`src/hdl/cps_pkg.sv`:
```
// Package for the convex support point search core.
// Holds the shared widths, the vector type, action and register codes and
// the scan-length helper. No dependencies.
package cps_pkg;

  // Table depth and coordinate width.
  localparam int MAX_ENTRIES = 256;
  localparam int COORD_BITS  = 18;

  // Derived widths.
  localparam int IDX_W       = $clog2(MAX_ENTRIES);
  localparam int ADDR_W      = IDX_W + 1;
  localparam int PROD_W      = 2 * COORD_BITS;
  localparam int DOT_W       = PROD_W + 2;
  localparam int CNT_W       = 9;
  localparam int ENTRY_IDX_W = 8;

  typedef logic signed [COORD_BITS-1:0] coord_t;
  typedef logic signed [PROD_W-1:0]     prod_t;
  typedef logic signed [DOT_W-1:0]      dot_t;

  // One stored 3-vector.
  typedef struct packed {
    coord_t x;
    coord_t y;
    coord_t z;
  } vec_t;

  // Input word actions.
  typedef enum logic [1:0] {
    ACT_WR_VERTEX = 2'd0,
    ACT_WR_FACE   = 2'd1,
    ACT_Q_VERTEX  = 2'd2,
    ACT_Q_FACE    = 2'd3
  } act_e;

  // Configuration register indexes.
  typedef enum logic {
    REG_VERTEX_COUNT = 1'b0,
    REG_FACE_COUNT   = 1'b1
  } reg_e;

  // Component selected for the shared multiplier.
  typedef enum logic [1:0] {
    COMP_X = 2'd0,
    COMP_Y = 2'd1,
    COMP_Z = 2'd2
  } comp_e;

  // Control word from the sequencer to the dot-product unit.
  typedef struct packed {
    logic  mul_en;
    comp_e comp;
    logic  acc_clr;
    logic  acc_en;
  } mac_ctl_t;

  // Last index to scan: a count of zero scans entry 0, a count above the
  // table depth scans the whole table.
  function automatic logic [IDX_W-1:0] last_index(input logic [CNT_W-1:0] cnt);
    logic [CNT_W-1:0] cnt_m1;
    cnt_m1 = cnt - CNT_W'(1);
    if (cnt == '0) begin
      return '0;
    end else if (cnt > CNT_W'(MAX_ENTRIES)) begin
      return IDX_W'(MAX_ENTRIES - 1);
    end else begin
      return cnt_m1[IDX_W-1:0];
    end
  endfunction

endpackage

```
`src/hdl/cps_dot_unit.sv`:
```
// Shared multiply-accumulate unit: one signed multiply per cycle, three
// multiplies per dot product. Depends on cps_pkg.
module cps_dot_unit (
  input  logic              clk_i,
  input  cps_pkg::mac_ctl_t ctl_i,
  input  cps_pkg::vec_t     entry_i,
  input  cps_pkg::vec_t     dir_i,
  output cps_pkg::dot_t     dot_o
);

  cps_pkg::coord_t op_a;
  cps_pkg::coord_t op_b;
  cps_pkg::prod_t  prod_q;
  cps_pkg::dot_t   acc_q;

  // Operand select for the shared multiplier.
  always_comb begin
    unique case (ctl_i.comp)
      cps_pkg::COMP_X: begin
        op_a = entry_i.x;
        op_b = dir_i.x;
      end
      cps_pkg::COMP_Y: begin
        op_a = entry_i.y;
        op_b = dir_i.y;
      end
      cps_pkg::COMP_Z: begin
        op_a = entry_i.z;
        op_b = dir_i.z;
      end
      default: begin
        op_a = entry_i.x;
        op_b = dir_i.x;
      end
    endcase
  end

  // Product register, then accumulator.
  always_ff @(posedge clk_i) begin
    if (ctl_i.mul_en) begin
      prod_q <= op_a * op_b;
    end
    if (ctl_i.acc_clr) begin
      acc_q <= '0;
    end else if (ctl_i.acc_en) begin
      acc_q <= acc_q + cps_pkg::DOT_W'(prod_q);
    end
  end

  // The last product is folded in on the way out.
  assign dot_o = acc_q + cps_pkg::DOT_W'(prod_q);

endmodule

```
`config.mk`:
```
export PLATFORM = sky130hd
export DESIGN_NAME = cps_dot_unit
export DESIGN_NICKNAME = d
export VERILOG_FILES = /design/src/hdl/cps_pkg.sv /design/src/hdl/cps_dot_unit.sv
export SDC_FILE = /design/constraint.sdc
export NUM_CORES = 1
export LEC_CHECK = 0
export BUFFER_PORTS_ARGS = -buffer_cell sky130_fd_sc_hd__clkbuf_2
export CAP_MARGIN = 10
export CORE_UTILIZATION = 45
export CTS_BUF_LIST = sky130_fd_sc_hd__clkbuf_8
export DETAILED_ROUTE_END_ITERATION = 6
export PLACE_DENSITY_LB_ADDON = 0.15
export SLEW_MARGIN = 20
export SYNTH_ARGS = -nofsm -noshare
export SYNTH_HDL_FRONTEND = slang
export SYNTH_SLANG_ARGS = --single-unit
```
`constraint.sdc`:
```
create_clock -name clk_i -period 16.75 [get_ports clk_i]
set_input_delay 2.5125 -clock clk_i [delete_from_list [all_inputs] [get_ports clk_i]]
set_output_delay 2.5125 -clock clk_i [all_outputs]
set_load 0.01 [all_outputs]
```
==> run metrics <==
RePlAce Congestion 0.896; GRT overflow 0; Top FF cell, synth dfxtp_1; # DRC 0; worst path bufs/invs 8; Routed WL 47100 um; post-synthesis sequential area ratio 0.107; CP delay by family, top adder cells; Worst setup EP type flop; Initial Util 0.457; Worst Tran Pin Value approximately 1.2 ns; wire per inst 18.3 um; router iterations before antenna repair 5; ratio of cells with drive above 1 in the final layout 0.102; root buffer cell clkbuf_8; vias per cell between 5 and 6; Critical Path Start Type primary input; count of clock tree sinks 74; antenna violations before repair 0; slowest stage cell, crit path fa_1; Synth Instances about 2000; Post-CTS Setup Repair Bufs 0; endpoints failing hold 0; post-synth top area share 0.383; I/O Pins between 150 and 200; post-synthesis cell area between 15000 and 20000 um^2; die area roughly 39000 um^2; post-synth top area cell fa_1; first-pass GRT wire length slightly below 80000 um; Crit Path Max Fanout 100; I/O Buffers 151; YS warnings 0; syn nets around 2500; core area 37800 um^2; Placed Cells approximately 2600; post-synth cell types 75; cts hold-fix bufs 0; Die Wd about 200 um; Post-Syn Area per Cell approximately 8.8 um^2; Worst Path Required approximately 17 ns; number of cell rows 71; CTS Buffer Depth 2; period utilization 0.614; WS Path Type primary input to flop; vias in the first global route between 10000 and 15000; clk_skew 0.0138 ns; number of diodes 0; Fin Hold WS roughly 0.5 ns; largest net degree at the start of global routing ~100; CTS Buf Count 9; DRT antenna net count 0; initial DRC count roughly 800; Final min period around 10 ns; status finished clean; Max stage delay on crit path 0.70 ns; Clock transition at path regs approximately 0.090 ns; Final nets 2642; fmax just under 100 MHz; leading cell types by total area after synthesis fa_1 (38%), ha_1 (9.6%), inv_1 (8.7%), edfxtp_1 (6.3%), nand2_1 (4.9%); total negative setup slack 0 ns; die span in y between 150 and 200 um; DP Worst Slack roughly 6 ns; DR vias approximately 14000; RSZ-0062 raised after global routing false; Post-synth EDFFs 36; Max-slew headroom 0.164; ys async rst share 0; non-filler cells in the finished layout ~2600; P&R area growth vs syn 8.21%; Max Transition Viols Final 0; Post-CTS Resized 0; post-DP HPWL 39300 um; H-tree depth 3; crit path setup slack, layout around 6.5 ns; # setup viols final 0; Critical Path AT 10.40 ns; Clk Latency, worst-skew pair about 0.36 ns; Hold Crit Class flop to flop; Yosys reg bits 74; CTS tree done; MaxCap Viol Count 0; GRT Total Usage 0.253
layout make-up:
| type | count | area, um^2 |
|---|---|---|
| Tap cell | 511 | 639 |
| Inverter | 403 | 1510 |
| Sequential cell | 74 | 1840 |
| Fill cell | 3649 | 19100 |
| Timing Repair Buffer | 163 | 846 |
| Multi-Input combinational cell | 1415 | 13600 |
| Clock buffer | 9 | 124 |
| Clock inverter | 7 | 76.3 |
cell usage after synthesis (6+ instances only):
master,count
a22oi_1,36
a21o_1,21
xnor2_1,47
buf_1,9
fa_1,330
dfxtp_1,38
a21oi_1,55
a31o_2,6
and3_1,16
nand3_1,18
xor2_1,20
o21a_1,46
inv_1,401
a211oi_1,11
nor3_1,20
o21ai_1,20
o21bai_1,8
nand4_1,8
edfxtp_1,36
o21ai_0,36
clkbuf_1,61
mux2i_1,20
a31oi_1,9
nand2b_1,10
ha_1,132
nor2_1,218
and2_1,11
nand2_1,224
a311o_1,10
logic make-up after synthesis:
group                    after synthesis  share of synthesized area
AND/OR/NAND/NOR                      559                      0.139
buffers and inverters                479                      0.105
adder cells (fa/ha/maj)              462                      0.478
AO/OA/AOI/OAI                        304                      0.123
flip-flops                            74                      0.107
XOR/XNOR                              68                     0.0353
multiplexers                          22                     0.0129
worst min-delay path: stages (launching register included):
cell and delay, ns:
dfxtp_1 0.34, mux2i_1 0.07, nor2_1 0.07
layout by cell type, fill, tap and decap left out, types with 12 or more instances in the layout:
cell        n
nor3_1     20
fa_1      330
and3_1     16
nand2_1   224
xnor2_1    47
clkbuf_2  151
nor2_1    218
xor2_1     20
a22oi_1    36
dfxtp_1    38
inv_1     402
a21oi_1    54
edfxtp_1   36
nand3_1    18
a21o_1     21
o21ai_1    19
o21a_1     46
o21ai_0    31
buf_4      12
mux2i_1    20
ha_1      130
state kept, by name, summed over array words and instances, names as in the netlist:
| name | cells |
|---|---|
| prod_q | 36 |
| acc_q | 38 |
per-layer routing:
layer  routed length [um]  GRT usage  share of wire  up-vias
met3                 3040     0.0337          0.064       45
met2                21400      0.422           0.45      480
li1                     -          -              -     6414
met1                21900      0.355           0.47     6691
met5                    0          0              0        -
met4                  733     0.0479          0.016        0
path summary, 6_finish.rpt:
path	from	slack, ns	end	depth (start not counted)
min	acc_q[2]	0.51	acc_q[2]	2
min reg2reg	acc_q[2]	0.51	acc_q[2]	2
max reg2reg	acc_q[0]	13.48	acc_q[28]	11
max	ctl_i[2]	6.47	prod_q[33]	27
per-stage QoR:
step,instance area [um^2],util
4_1_cts,18700,0.495
5_1_grt,18700,0.495
3_5_place_dp,18500,0.490
2_1_floorplan,17300,-
6_report,18700,0.495
3_3_place_gp,18500,0.489
Power is left out: the tool's default activity adds up to more than one toggle a clock period on the data nets, which glitch-free logic cannot reach.
